==> config.mk <==
export PLATFORM = sky130hd
export DESIGN_NAME = rotary_knob_event_controller_core
export DESIGN_NICKNAME = d
export VERILOG_FILES = /design/src/sv/rkec_pkg.sv /design/src/sv/rkec_tick.sv /design/src/sv/rotary_knob_event_controller_core.sv
export SDC_FILE = /design/constraint.sdc
export NUM_CORES = 1
export LEC_CHECK = 0
export ABC_AREA = 1
export BUFFER_PORTS_ARGS = -buffer_cell sky130_fd_sc_hd__buf_4
export CAP_MARGIN = 20
export CORE_MARGIN = 4
export CORE_UTILIZATION = 60
export CTS_BUF_LIST = sky130_fd_sc_hd__clkbuf_8
export CTS_CLUSTER_DIAMETER = 80
export DETAILED_ROUTE_END_ITERATION = 7
export PLACE_DENSITY = 0.78
export SETUP_SLACK_MARGIN = 0.02
export SLEW_MARGIN = 20
export SYNTH_ARGS = -nofsm -noshare
export SYNTH_HDL_FRONTEND = slang
export SYNTH_SLANG_ARGS = --single-unit
==> constraint.sdc <==
create_clock -name clk -period 6.1 [get_ports clk]
set_input_delay 0 -clock clk [delete_from_list [all_inputs] [get_ports clk]]
set_output_delay 0 -clock clk [all_outputs]
set_load 0.005 [all_outputs]
==> src/sv/rkec_pkg.sv <==
// ----------------------------------------------------------------------------
// rkec_pkg
// Shared types, register indexes, event codes and the encoder phase table
// for the rotary knob event controller.
// ----------------------------------------------------------------------------
`default_nettype none

package rkec_pkg;

  // configuration register width and index field
  localparam int CFG_W     = 24;
  localparam int CFG_IDX_W = 3;

  // default timer width
  localparam int TIMER_BITS_DEF = 24;

  // register indexes
  localparam logic [CFG_IDX_W-1:0] REG_FLUSH_PERIOD   = 3'd0;
  localparam logic [CFG_IDX_W-1:0] REG_DEBOUNCE_TIME  = 3'd1;
  localparam logic [CFG_IDX_W-1:0] REG_SHORT_PRESS    = 3'd2;
  localparam logic [CFG_IDX_W-1:0] REG_LONG_PRESS     = 3'd3;
  localparam logic [CFG_IDX_W-1:0] REG_IDLE_SLEEP     = 3'd4;

  // register reset values
  localparam logic [CFG_W-1:0] FLUSH_PERIOD_RST  = 24'd50;
  localparam logic [CFG_W-1:0] DEBOUNCE_TIME_RST = 24'd30;
  localparam logic [CFG_W-1:0] SHORT_PRESS_RST   = 24'd400;
  localparam logic [CFG_W-1:0] LONG_PRESS_RST    = 24'd800;
  localparam logic [CFG_W-1:0] IDLE_SLEEP_RST    = 24'd60000;

  // event kinds
  localparam logic [1:0] KIND_BRIGHT = 2'd0;
  localparam logic [1:0] KIND_TEMP   = 2'd1;
  localparam logic [1:0] KIND_LONG   = 2'd2;
  localparam logic [1:0] KIND_SLEEP  = 2'd3;

  // detent step codes
  localparam logic [1:0] STEP_HOLD = 2'd0;
  localparam logic [1:0] STEP_DEC  = 2'd1;
  localparam logic [1:0] STEP_INC  = 2'd2;
  localparam logic [1:0] STEP_SKIP = 2'd3;

  // idle phase code with pull-ups
  localparam logic [1:0] PHASE_DETENT = 2'd3;

  typedef struct packed {
    logic enc_a;
    logic enc_b;
    logic button_level;
  } in_item_t;

  typedef struct packed {
    logic [1:0]         event_kind;
    logic [7:0]         sequence_res;
    logic signed [15:0] delta_value;
    logic               wake_pol;
    logic               last_of_tick;
  } out_item_t;

  typedef struct packed {
    logic [CFG_W-1:0] flush_period;
    logic [CFG_W-1:0] debounce_time;
    logic [CFG_W-1:0] short_press_limit;
    logic [CFG_W-1:0] long_press_time;
    logic [CFG_W-1:0] idle_sleep_time;
  } cfg_t;

  // results of one tick, packed from index 0
  typedef struct packed {
    out_item_t [2:0] item;
    logic [1:0]      count;
  } grp_t;

  // quadrature transition table: previous phase, new phase -> step code
  function automatic logic [1:0] phase_step(input logic [1:0] prev, input logic [1:0] nxt);
    logic [1:0] code;
    code = STEP_HOLD;
    case ({prev, nxt})
      4'b00_11: code = STEP_SKIP;
      4'b01_10: code = STEP_SKIP;
      4'b01_11: code = STEP_DEC;
      4'b10_01: code = STEP_SKIP;
      4'b10_11: code = STEP_INC;
      4'b11_00: code = STEP_SKIP;
      default:  code = STEP_HOLD;
    endcase
    return code;
  endfunction

endpackage

`default_nettype wire

==> src/sv/rkec_tick.sv <==
// ----------------------------------------------------------------------------
// rkec_tick
// Knob state registers and the one-tick update: encoder accumulation, delta
// flush, button debounce and press timing, long press and idle sleep timers.
// ----------------------------------------------------------------------------
`default_nettype none

module rkec_tick #(
  parameter int TIMER_BITS = rkec_pkg::TIMER_BITS_DEF
) (
  input  wire logic              clk,
  input  wire logic              rst_n,
  input  wire logic              adv,
  input  wire rkec_pkg::in_item_t item,
  input  wire rkec_pkg::cfg_t    cfg,
  output rkec_pkg::grp_t         grp
);
  import rkec_pkg::*;

  localparam int CW = (TIMER_BITS > CFG_W) ? TIMER_BITS : CFG_W;
  localparam logic [CW-1:0] TMAX_W = CW'((65'd1 << TIMER_BITS) - 65'd1);
  localparam logic [TIMER_BITS-1:0] TMAX_T = {TIMER_BITS{1'b1}};
  localparam logic [TIMER_BITS-1:0] T_ZERO = '0;

  // saturate a register value into the timer range
  function automatic logic [TIMER_BITS-1:0] clamp_t(input logic [CFG_W-1:0] v);
    logic [CW-1:0] vx;
    vx = CW'(v);
    if (vx > TMAX_W) vx = TMAX_W;
    return TIMER_BITS'(vx);
  endfunction

  logic [1:0]            phase_r, phase_nxt;
  logic signed [15:0]    acc_r, acc_nxt;
  logic [TIMER_BITS-1:0] flush_el_r, flush_el_nxt;
  logic                  btn_prev_r, btn_prev_nxt;
  logic [TIMER_BITS-1:0] since_r, since_nxt;
  logic                  armed_r, armed_nxt;
  logic [TIMER_BITS-1:0] long_rem_r, long_rem_nxt;
  logic [TIMER_BITS-1:0] sleep_rem_r, sleep_rem_nxt;
  logic                  mode_r, mode_nxt;
  logic [7:0]            seq_r, seq_nxt;

  logic [1:0]            step;
  logic signed [15:0]    acc_step;
  logic [TIMER_BITS-1:0] flush_inc, since_inc;
  logic                  emit_delta, emit_long, emit_sleep, restart;
  logic                  since_deb, since_short;
  logic signed [15:0]    delta_out;
  logic [7:0]            seq_long;

  // encoder step with saturation
  always_comb begin
    step     = phase_step(phase_r, {item.enc_a, item.enc_b});
    acc_step = acc_r;
    case (step)
      STEP_INC: if (acc_r != 16'sh7FFF) acc_step = acc_r + 16'sd1;
      STEP_DEC: if (acc_r != 16'sh8000) acc_step = acc_r - 16'sd1;
      default:  acc_step = acc_r;
    endcase
  end

  assign flush_inc   = (flush_el_r == TMAX_T) ? TMAX_T : flush_el_r + 1'b1;
  assign since_inc   = (since_r == TMAX_T) ? TMAX_T : since_r + 1'b1;
  assign since_deb   = CW'(since_inc) >= CW'(cfg.debounce_time);
  assign since_short = CW'(since_inc) < CW'(cfg.short_press_limit);

  // tick update
  always_comb begin
    phase_nxt     = {item.enc_a, item.enc_b};
    acc_nxt       = acc_step;
    flush_el_nxt  = flush_inc;
    btn_prev_nxt  = item.button_level;
    since_nxt     = since_inc;
    armed_nxt     = armed_r;
    long_rem_nxt  = long_rem_r;
    sleep_rem_nxt = sleep_rem_r;
    mode_nxt      = mode_r;
    emit_delta    = 1'b0;
    emit_long     = 1'b0;
    emit_sleep    = 1'b0;
    restart       = 1'b0;
    delta_out     = acc_step;

    // delta flush
    if (CW'(flush_inc) >= CW'(cfg.flush_period)) begin
      flush_el_nxt = T_ZERO;
      if (acc_step != 16'sd0) begin
        emit_delta = 1'b1;
        acc_nxt    = 16'sd0;
        restart    = 1'b1;
      end
    end

    // long press countdown
    if (long_rem_r != T_ZERO) begin
      long_rem_nxt = long_rem_r - 1'b1;
      if (long_rem_r == TIMER_BITS'(1)) begin
        emit_long = 1'b1;
        restart   = 1'b1;
      end
    end

    // idle countdown
    if (sleep_rem_r != T_ZERO) begin
      sleep_rem_nxt = sleep_rem_r - 1'b1;
      if (sleep_rem_r == TIMER_BITS'(1)) emit_sleep = 1'b1;
    end

    // button edges
    if (item.button_level != btn_prev_r) begin
      if (!item.button_level) begin
        if (since_deb) begin
          since_nxt = T_ZERO;
          if (!armed_r) begin
            armed_nxt    = 1'b1;
            long_rem_nxt = clamp_t(cfg.long_press_time);
          end
        end
      end else begin
        if (armed_r) begin
          armed_nxt    = 1'b0;
          long_rem_nxt = T_ZERO;
          restart      = 1'b1;
        end
        if (since_deb && since_short) begin
          mode_nxt = ~mode_r;
          restart  = 1'b1;
        end
      end
    end

    if (restart) sleep_rem_nxt = clamp_t(cfg.idle_sleep_time);

    seq_nxt = seq_r + {7'd0, emit_delta} + {7'd0, emit_long};
  end

  assign seq_long = seq_r + {7'd0, emit_delta};

  // pack results in delta, long press, sleep order
  always_comb begin
    out_item_t d_item, l_item, s_item;
    d_item.event_kind   = mode_r ? KIND_TEMP : KIND_BRIGHT;
    d_item.sequence_res = seq_r;
    d_item.delta_value  = delta_out;
    d_item.wake_pol     = 1'b0;
    d_item.last_of_tick = !emit_long && !emit_sleep;
    l_item.event_kind   = KIND_LONG;
    l_item.sequence_res = seq_long;
    l_item.delta_value  = 16'sd1;
    l_item.wake_pol     = 1'b0;
    l_item.last_of_tick = !emit_sleep;
    s_item.event_kind   = KIND_SLEEP;
    s_item.sequence_res = 8'd0;
    s_item.delta_value  = 16'sd0;
    s_item.wake_pol     = ~item.enc_a;
    s_item.last_of_tick = 1'b1;

    grp.count = {1'b0, emit_delta} + {1'b0, emit_long} + {1'b0, emit_sleep};
    grp.item  = {s_item, s_item, s_item};
    case ({emit_delta, emit_long})
      2'b11: begin
        grp.item[0] = d_item;
        grp.item[1] = l_item;
      end
      2'b10: grp.item[0] = d_item;
      2'b01: grp.item[0] = l_item;
      default: grp.item[0] = s_item;
    endcase
  end

  // state registers
  always_ff @(posedge clk) begin
    if (!rst_n) begin
      phase_r     <= PHASE_DETENT;
      acc_r       <= 16'sd0;
      flush_el_r  <= T_ZERO;
      btn_prev_r  <= 1'b1;
      since_r     <= TMAX_T;
      armed_r     <= 1'b0;
      long_rem_r  <= T_ZERO;
      sleep_rem_r <= clamp_t(IDLE_SLEEP_RST);
      mode_r      <= 1'b0;
      seq_r       <= 8'd0;
    end else if (adv) begin
      phase_r     <= phase_nxt;
      acc_r       <= acc_nxt;
      flush_el_r  <= flush_el_nxt;
      btn_prev_r  <= btn_prev_nxt;
      since_r     <= since_nxt;
      armed_r     <= armed_nxt;
      long_rem_r  <= long_rem_nxt;
      sleep_rem_r <= sleep_rem_nxt;
      mode_r      <= mode_nxt;
      seq_r       <= seq_nxt;
    end
  end

endmodule

`default_nettype wire

==> src/sv/rotary_knob_event_controller_core.sv <==
// ----------------------------------------------------------------------------
// rotary_knob_event_controller_core
// Top level: configuration registers, tick input register, tick update and a
// three-entry result buffer that hands results out one beat at a time.
// ----------------------------------------------------------------------------
// One input beat is one tick of encoder and button samples. A tick sits in
// the input register until the result buffer is free, is then applied to the
// knob state and its zero to three results land in the result buffer, from
// which the first result is offered. Ticks that cause at most one result flow
// at one per cycle while out_ready stays high; a tick that causes several
// results keeps the following tick waiting in the input register while the
// result buffer drains one beat per cycle, as out_ready allows. The result
// buffer drain is what sets the rate. Configuration writes take effect on
// the next cycle and are meant for idle periods.
`default_nettype none

module rotary_knob_event_controller_core #(
  parameter int TIMER_BITS = rkec_pkg::TIMER_BITS_DEF
) (
  input  wire logic                           clk,
  input  wire logic                           rst_n,
  input  wire logic                           in_valid,
  output logic                                in_ready,
  input  wire rkec_pkg::in_item_t             in_data,
  output logic                                out_valid,
  input  wire logic                           out_ready,
  output rkec_pkg::out_item_t                 out_data,
  input  wire logic                           cfg_we,
  input  wire logic [rkec_pkg::CFG_IDX_W-1:0] cfg_idx,
  input  wire logic [rkec_pkg::CFG_W-1:0]     cfg_data
);
  import rkec_pkg::*;

  cfg_t            cfg_r;
  in_item_t        in_item_r;
  logic            in_v_r;
  out_item_t [2:0] buf_r;
  logic [1:0]      cnt_r;
  grp_t            tick_grp;
  logic            out_fire, buf_free, advance;

  // configuration registers
  always_ff @(posedge clk) begin
    if (!rst_n) begin
      cfg_r.flush_period      <= FLUSH_PERIOD_RST;
      cfg_r.debounce_time     <= DEBOUNCE_TIME_RST;
      cfg_r.short_press_limit <= SHORT_PRESS_RST;
      cfg_r.long_press_time   <= LONG_PRESS_RST;
      cfg_r.idle_sleep_time   <= IDLE_SLEEP_RST;
    end else if (cfg_we) begin
      case (cfg_idx)
        REG_FLUSH_PERIOD:  cfg_r.flush_period      <= cfg_data;
        REG_DEBOUNCE_TIME: cfg_r.debounce_time     <= cfg_data;
        REG_SHORT_PRESS:   cfg_r.short_press_limit <= cfg_data;
        REG_LONG_PRESS:    cfg_r.long_press_time   <= cfg_data;
        REG_IDLE_SLEEP:    cfg_r.idle_sleep_time   <= cfg_data;
        default: ;
      endcase
    end
  end

  // handshake control
  assign out_valid = cnt_r != 2'd0;
  assign out_data  = buf_r[0];
  assign out_fire  = out_valid && out_ready;
  assign buf_free  = (cnt_r == 2'd0) || ((cnt_r == 2'd1) && out_fire);
  assign advance   = in_v_r && buf_free;
  assign in_ready  = !in_v_r || advance;

  // input register
  always_ff @(posedge clk) begin
    if (!rst_n) begin
      in_v_r <= 1'b0;
    end else if (in_ready) begin
      in_v_r <= in_valid;
    end
  end

  always_ff @(posedge clk) begin
    if (in_ready && in_valid) begin
      in_item_r <= in_data;
    end
  end

  // tick update
  rkec_tick #(
    .TIMER_BITS (TIMER_BITS)
  ) u_tick (
    .clk   (clk),
    .rst_n (rst_n),
    .adv   (advance),
    .item  (in_item_r),
    .cfg   (cfg_r),
    .grp   (tick_grp)
  );

  // result buffer count
  always_ff @(posedge clk) begin
    if (!rst_n) begin
      cnt_r <= 2'd0;
    end else if (advance) begin
      cnt_r <= tick_grp.count;
    end else if (out_fire) begin
      cnt_r <= cnt_r - 2'd1;
    end
  end

  // result buffer payload, head at entry 0
  always_ff @(posedge clk) begin
    if (advance) begin
      buf_r <= tick_grp.item;
    end else if (out_fire) begin
      buf_r[0] <= buf_r[1];
      buf_r[1] <= buf_r[2];
    end
  end

`ifndef NO_ASSERTIONS
  // a tick with results shows its first result next cycle
  a_grp_shown: assert property (@(posedge clk) disable iff (!rst_n)
    advance && (tick_grp.count != 2'd0) |=> out_valid)
    else $error("tick results not presented");

  // a held tick stays in the input register
  a_in_held: assert property (@(posedge clk) disable iff (!rst_n)
    in_v_r && !buf_free |=> in_v_r && $stable(in_item_r))
    else $error("pending tick lost");

  // the last buffered result closes the tick
  a_last_mark: assert property (@(posedge clk) disable iff (!rst_n)
    out_valid && (cnt_r == 2'd1) |-> out_data.last_of_tick)
    else $error("final result not marked");

  // earlier results of a tick are not marked last
  a_not_last: assert property (@(posedge clk) disable iff (!rst_n)
    out_valid && (cnt_r != 2'd1) |-> !out_data.last_of_tick)
    else $error("result marked last too early");

  // draining the final result without a new tick empties the buffer
  a_drain: assert property (@(posedge clk) disable iff (!rst_n)
    out_fire && (cnt_r == 2'd1) && !advance |=> !out_valid)
    else $error("result repeated");
`endif

endmodule

`default_nettype wire
==> impl_metrics.json <==
{
  "via_count": 16300,
  "p_leak_nw": 8.55,
  "powerDensity_nw_per_um2": 450,
  "dp_hpwl_um": 31100,
  "p_seq_frac": 0.306,
  "cp.arrival_ps": 5860,
  "postCtsHoldBufs": 41,
  "wl_um": 45800,
  "cp_max_fo": 15,
  "reg2reg_from": "u_tick.flush_el_r[0]",
  "antenna_left": 0,
  "syn_inst": 2454,
  "finalCriticalPeriod_ps": 5440,
  "grt_max_degree": 114,
  "cts.path.max_buffers": 3,
  "clockRootBuffer": "clkbuf_8",
  "tightest_slew_ps": 1070,
  "die_w_um": 178,
  "rsz0062_at_grt": "no",
  "die-area_um2": 31600,
  "pre_cts_slack_ps": 740,
  "n_antenna_cell": 0,
  "cts.sinks": 292,
  "port_buffers": 64,
  "critical_path_class": "reg -> reg",
  "drv_slew": 0,
  "fin_util": 0.676,
  "viasPerCell": 5.62,
  "antenna_found_initial": 0,
  "p_total_w": 0.00855,
  "sw_frac_of_total": 0.445,
  "layout.nets": 2611,
  "grt_pass1_wl_um": 74000,
  "cts_resized": 0,
  "netSwitchingPower_w": 0.00381,
  "cts_tree": "built",
  "r2r_cells": 29,
  "syn_avg_cell_area_um2": 7.04,
  "startpoint_type": "flop",
  "place.gp.congestion": 0.943,
  "initial_core_util": 0.615,
  "setup.worst_path.start": "u_tick.flush_el_r[0]",
  "postSynth.asyncResetShare": 0,
  "firstDrtPassIters": 5,
  "synth_ff_type": "dfxtp_1",
  "final_layout_size_suffix_gt1_frac": 0.0828,
  "ys_types": 52,
  "cts-htree-levels": 2,
  "path_clk_slew_ps": 60,
  "cp_slowest_stage_delay_ps": 500,
  "ios": 65,
  "r2r_end": "u_tick.seq_r[7]",
  "grt_overflow": 0,
  "post-route-drc-count": 0,
  "cp_slowest_cell": "nand3_1",
  "row_count": 61,
  "drt_iter0_drc": 1560,
  "cp-endpoint": "u_tick.seq_r[7]",
  "fin_ws_ps": 664,
  "required_ps": 6520,
  "core_um2": 28100,
  "drv_cap": 0,
  "syn-cell-area_um2": 17300,
  "endpoint_kind": "flop",
  "yosys_warnings": 0,
  "synth_edf_count": 44,
  "skew_ps": 24.3,
  "setup_tns_ps": 0,
  "grt.total_usage": 0.284,
  "finalHoldViolCount": 0,
  "irDropWorstVdd_v": 0.000253,
  "final-setup-viol-count": 0,
  "slew_headroom": 0.288,
  "cts_buffers": 49,
  "syn2layout_area_growth_pct": 9.93,
  "clkLatencyLatePin_ps": 570,
  "ys_ff_latch": 292,
  "synth.net_count": 2579,
  "post_cts_buffers": 0,
  "outcome": "finished clean",
  "fillers": 2457,
  "pwr-share-comb": 0.488,
  "avgRoutedWirePerCell_um": 15.8,
  "cpMostUsedCell": "nand2_1",
  "die_h_um": 178,
  "post-route-period-util": 0.891,
  "grt_pass1_vias": 15100,
  "min_path_type": "in -> reg",
  "max_freq_mhz": 184,
  "whs_ps": 53.3,
  "regToRegSetupSlack_ps": 660,
  "p_int_w": 0.00474,
  "ys_seq_area_frac": 0.364,
  "p_clk_frac": 0.205
}
layout make-up:
class	count	area, um2	share of cell area
inverter	271	1020	0.0537
multi-input combinational	1754	9230	0.486
sequential	292	6290	0.331
tap	378	473	0.0249
clock buffer	58	798	0.0420
clock inverter	31	193	0.0101
timing repair buffer	118	996	0.0524
registers in the layout, summed over array words and instances (netlist names):
signal and flops:
u_tick.long_rem_r 24, u_tick.sleep_rem_r 24, u_tick.btn_prev_r 1, u_tick.phase_r 2, buf_r 13, in_item_r 3, u_tick.armed_r 1, u_tick.seq_r 8
in_v_r 1, u_tick.flush_el_r 24, out_data 28, cnt_r 2, u_tick.acc_r 16, u_tick.mode_r 1, u_tick.since_r 24, cfg_r 120
metrics by stage:
stage | instances | cell area [um2]
floorplan | 2454 | 17300
global placement | 2771 | 17600
detailed placement | 2771 | 17600
CTS | 2901 | 19000
global route | 2902 | 19000
finish | 2902 | 19000
worst max-delay path, delay by kind of cell (launching register included):
family / cells / cell delay (ps)
xor gates and xnor gates: 1 / 170
buffers and inverters: 3 / 270
DFF: 1 / 370
and+or+nand+nor: 18 / 3020
adders and majority gates: 3 / 690
AOI/OAI and AO/OA: 4 / 730
per-layer routing:
layer	vias to the layer above	global-route usage	wire length [um]	part of all wire
met5	-	0	0	0
met4	0	0.107	1580	0.035
met3	110	0.0426	2850	0.062
met2	514	0.477	21800	0.47
met1	7551	0.370	19600	0.43
li1	8127	-	-	-
synthesized netlist by cell type (7+ instances only):
cell type  count  area share
nor3_1        38       0.011
nand3_2        8      0.0046
nor4_1        11      0.0040
edfxtp_1      44       0.076
o21ai_0      175       0.051
nand2_1      547        0.12
a211oi_1       7      0.0030
xor2_1        46       0.023
nand4_1       63       0.023
or2_2         12      0.0043
a21oi_1      198       0.057
a22oi_1       19      0.0083
a31oi_1       10      0.0036
buf_6         13      0.0085
nand3b_1      10      0.0043
buf_4         36       0.016
o211ai_1      27       0.012
nand3_1      136       0.039
inv_1        262       0.057
nor2_1       282       0.061
buf_2          9      0.0026
clkbuf_1      76       0.017
xnor2_1       18      0.0091
dfxtp_1      248        0.29
ha_1          89       0.064
power by group through the flow:
stage | clock, W | sequential [W] | combinational, W
2_1_floorplan | 0 | 0.00256 | 0.00328
3_3_place_gp | 0 | 0.00264 | 0.00396
3_5_place_dp | 0 | 0.00265 | 0.00407
4_1_cts | 0.00178 | 0.00261 | 0.00412
5_1_grt | 0.00187 | 0.00266 | 0.00469
6_report | 0.00176 | 0.00262 | 0.00417
cells by family (layout without fill, tap and decap cells):
family,Yosys count,in the layout,synth area share
buffers and inverters,408,478,0.103
DFF,292,292,0.364
adders and majority gates,90,90,0.0656
xor gates and xnor gates,64,64,0.0324
and+or+nand+nor,1139,1139,0.289
AOI/OAI and AO/OA,461,461,0.146
placed cells by master, fill, tap and decap left out, types with 27 or more instances in the layout:
master         instances
clkbuf_8              58
o21ai_0              175
a21oi_1              198
dfxtp_1              248
edfxtp_1              44
xor2_1                46
ha_1                  89
nand3_1              136
nand4_1               63
nor3_1                37
nor2_1               281
dlygate4sd3_1         41
nand2_1              547
o211ai_1              27
inv_1                272
buf_4                 76
how the worst min path moves through the flow:
| stage | start | cells past startpoint | slack (ps) | to |
|---|---|---|---|---|
| finish | cfg_we | 6 | 50 | cfg_r[11] |
| global route | cfg_we | 6 | 70 | cfg_r[11] |
| CTS | cfg_we | 6 | 30 | cfg_r[11] |
| detailed placement | in_data[1] | 1 | 180 | in_item_r[1] |
| global placement | in_data[1] | 1 | 180 | in_item_r[1] |
| floorplan | in_data[0] | 0 | 100 | in_item_r[0] |
No activity file was read; power rests on OpenSTA's default activity.
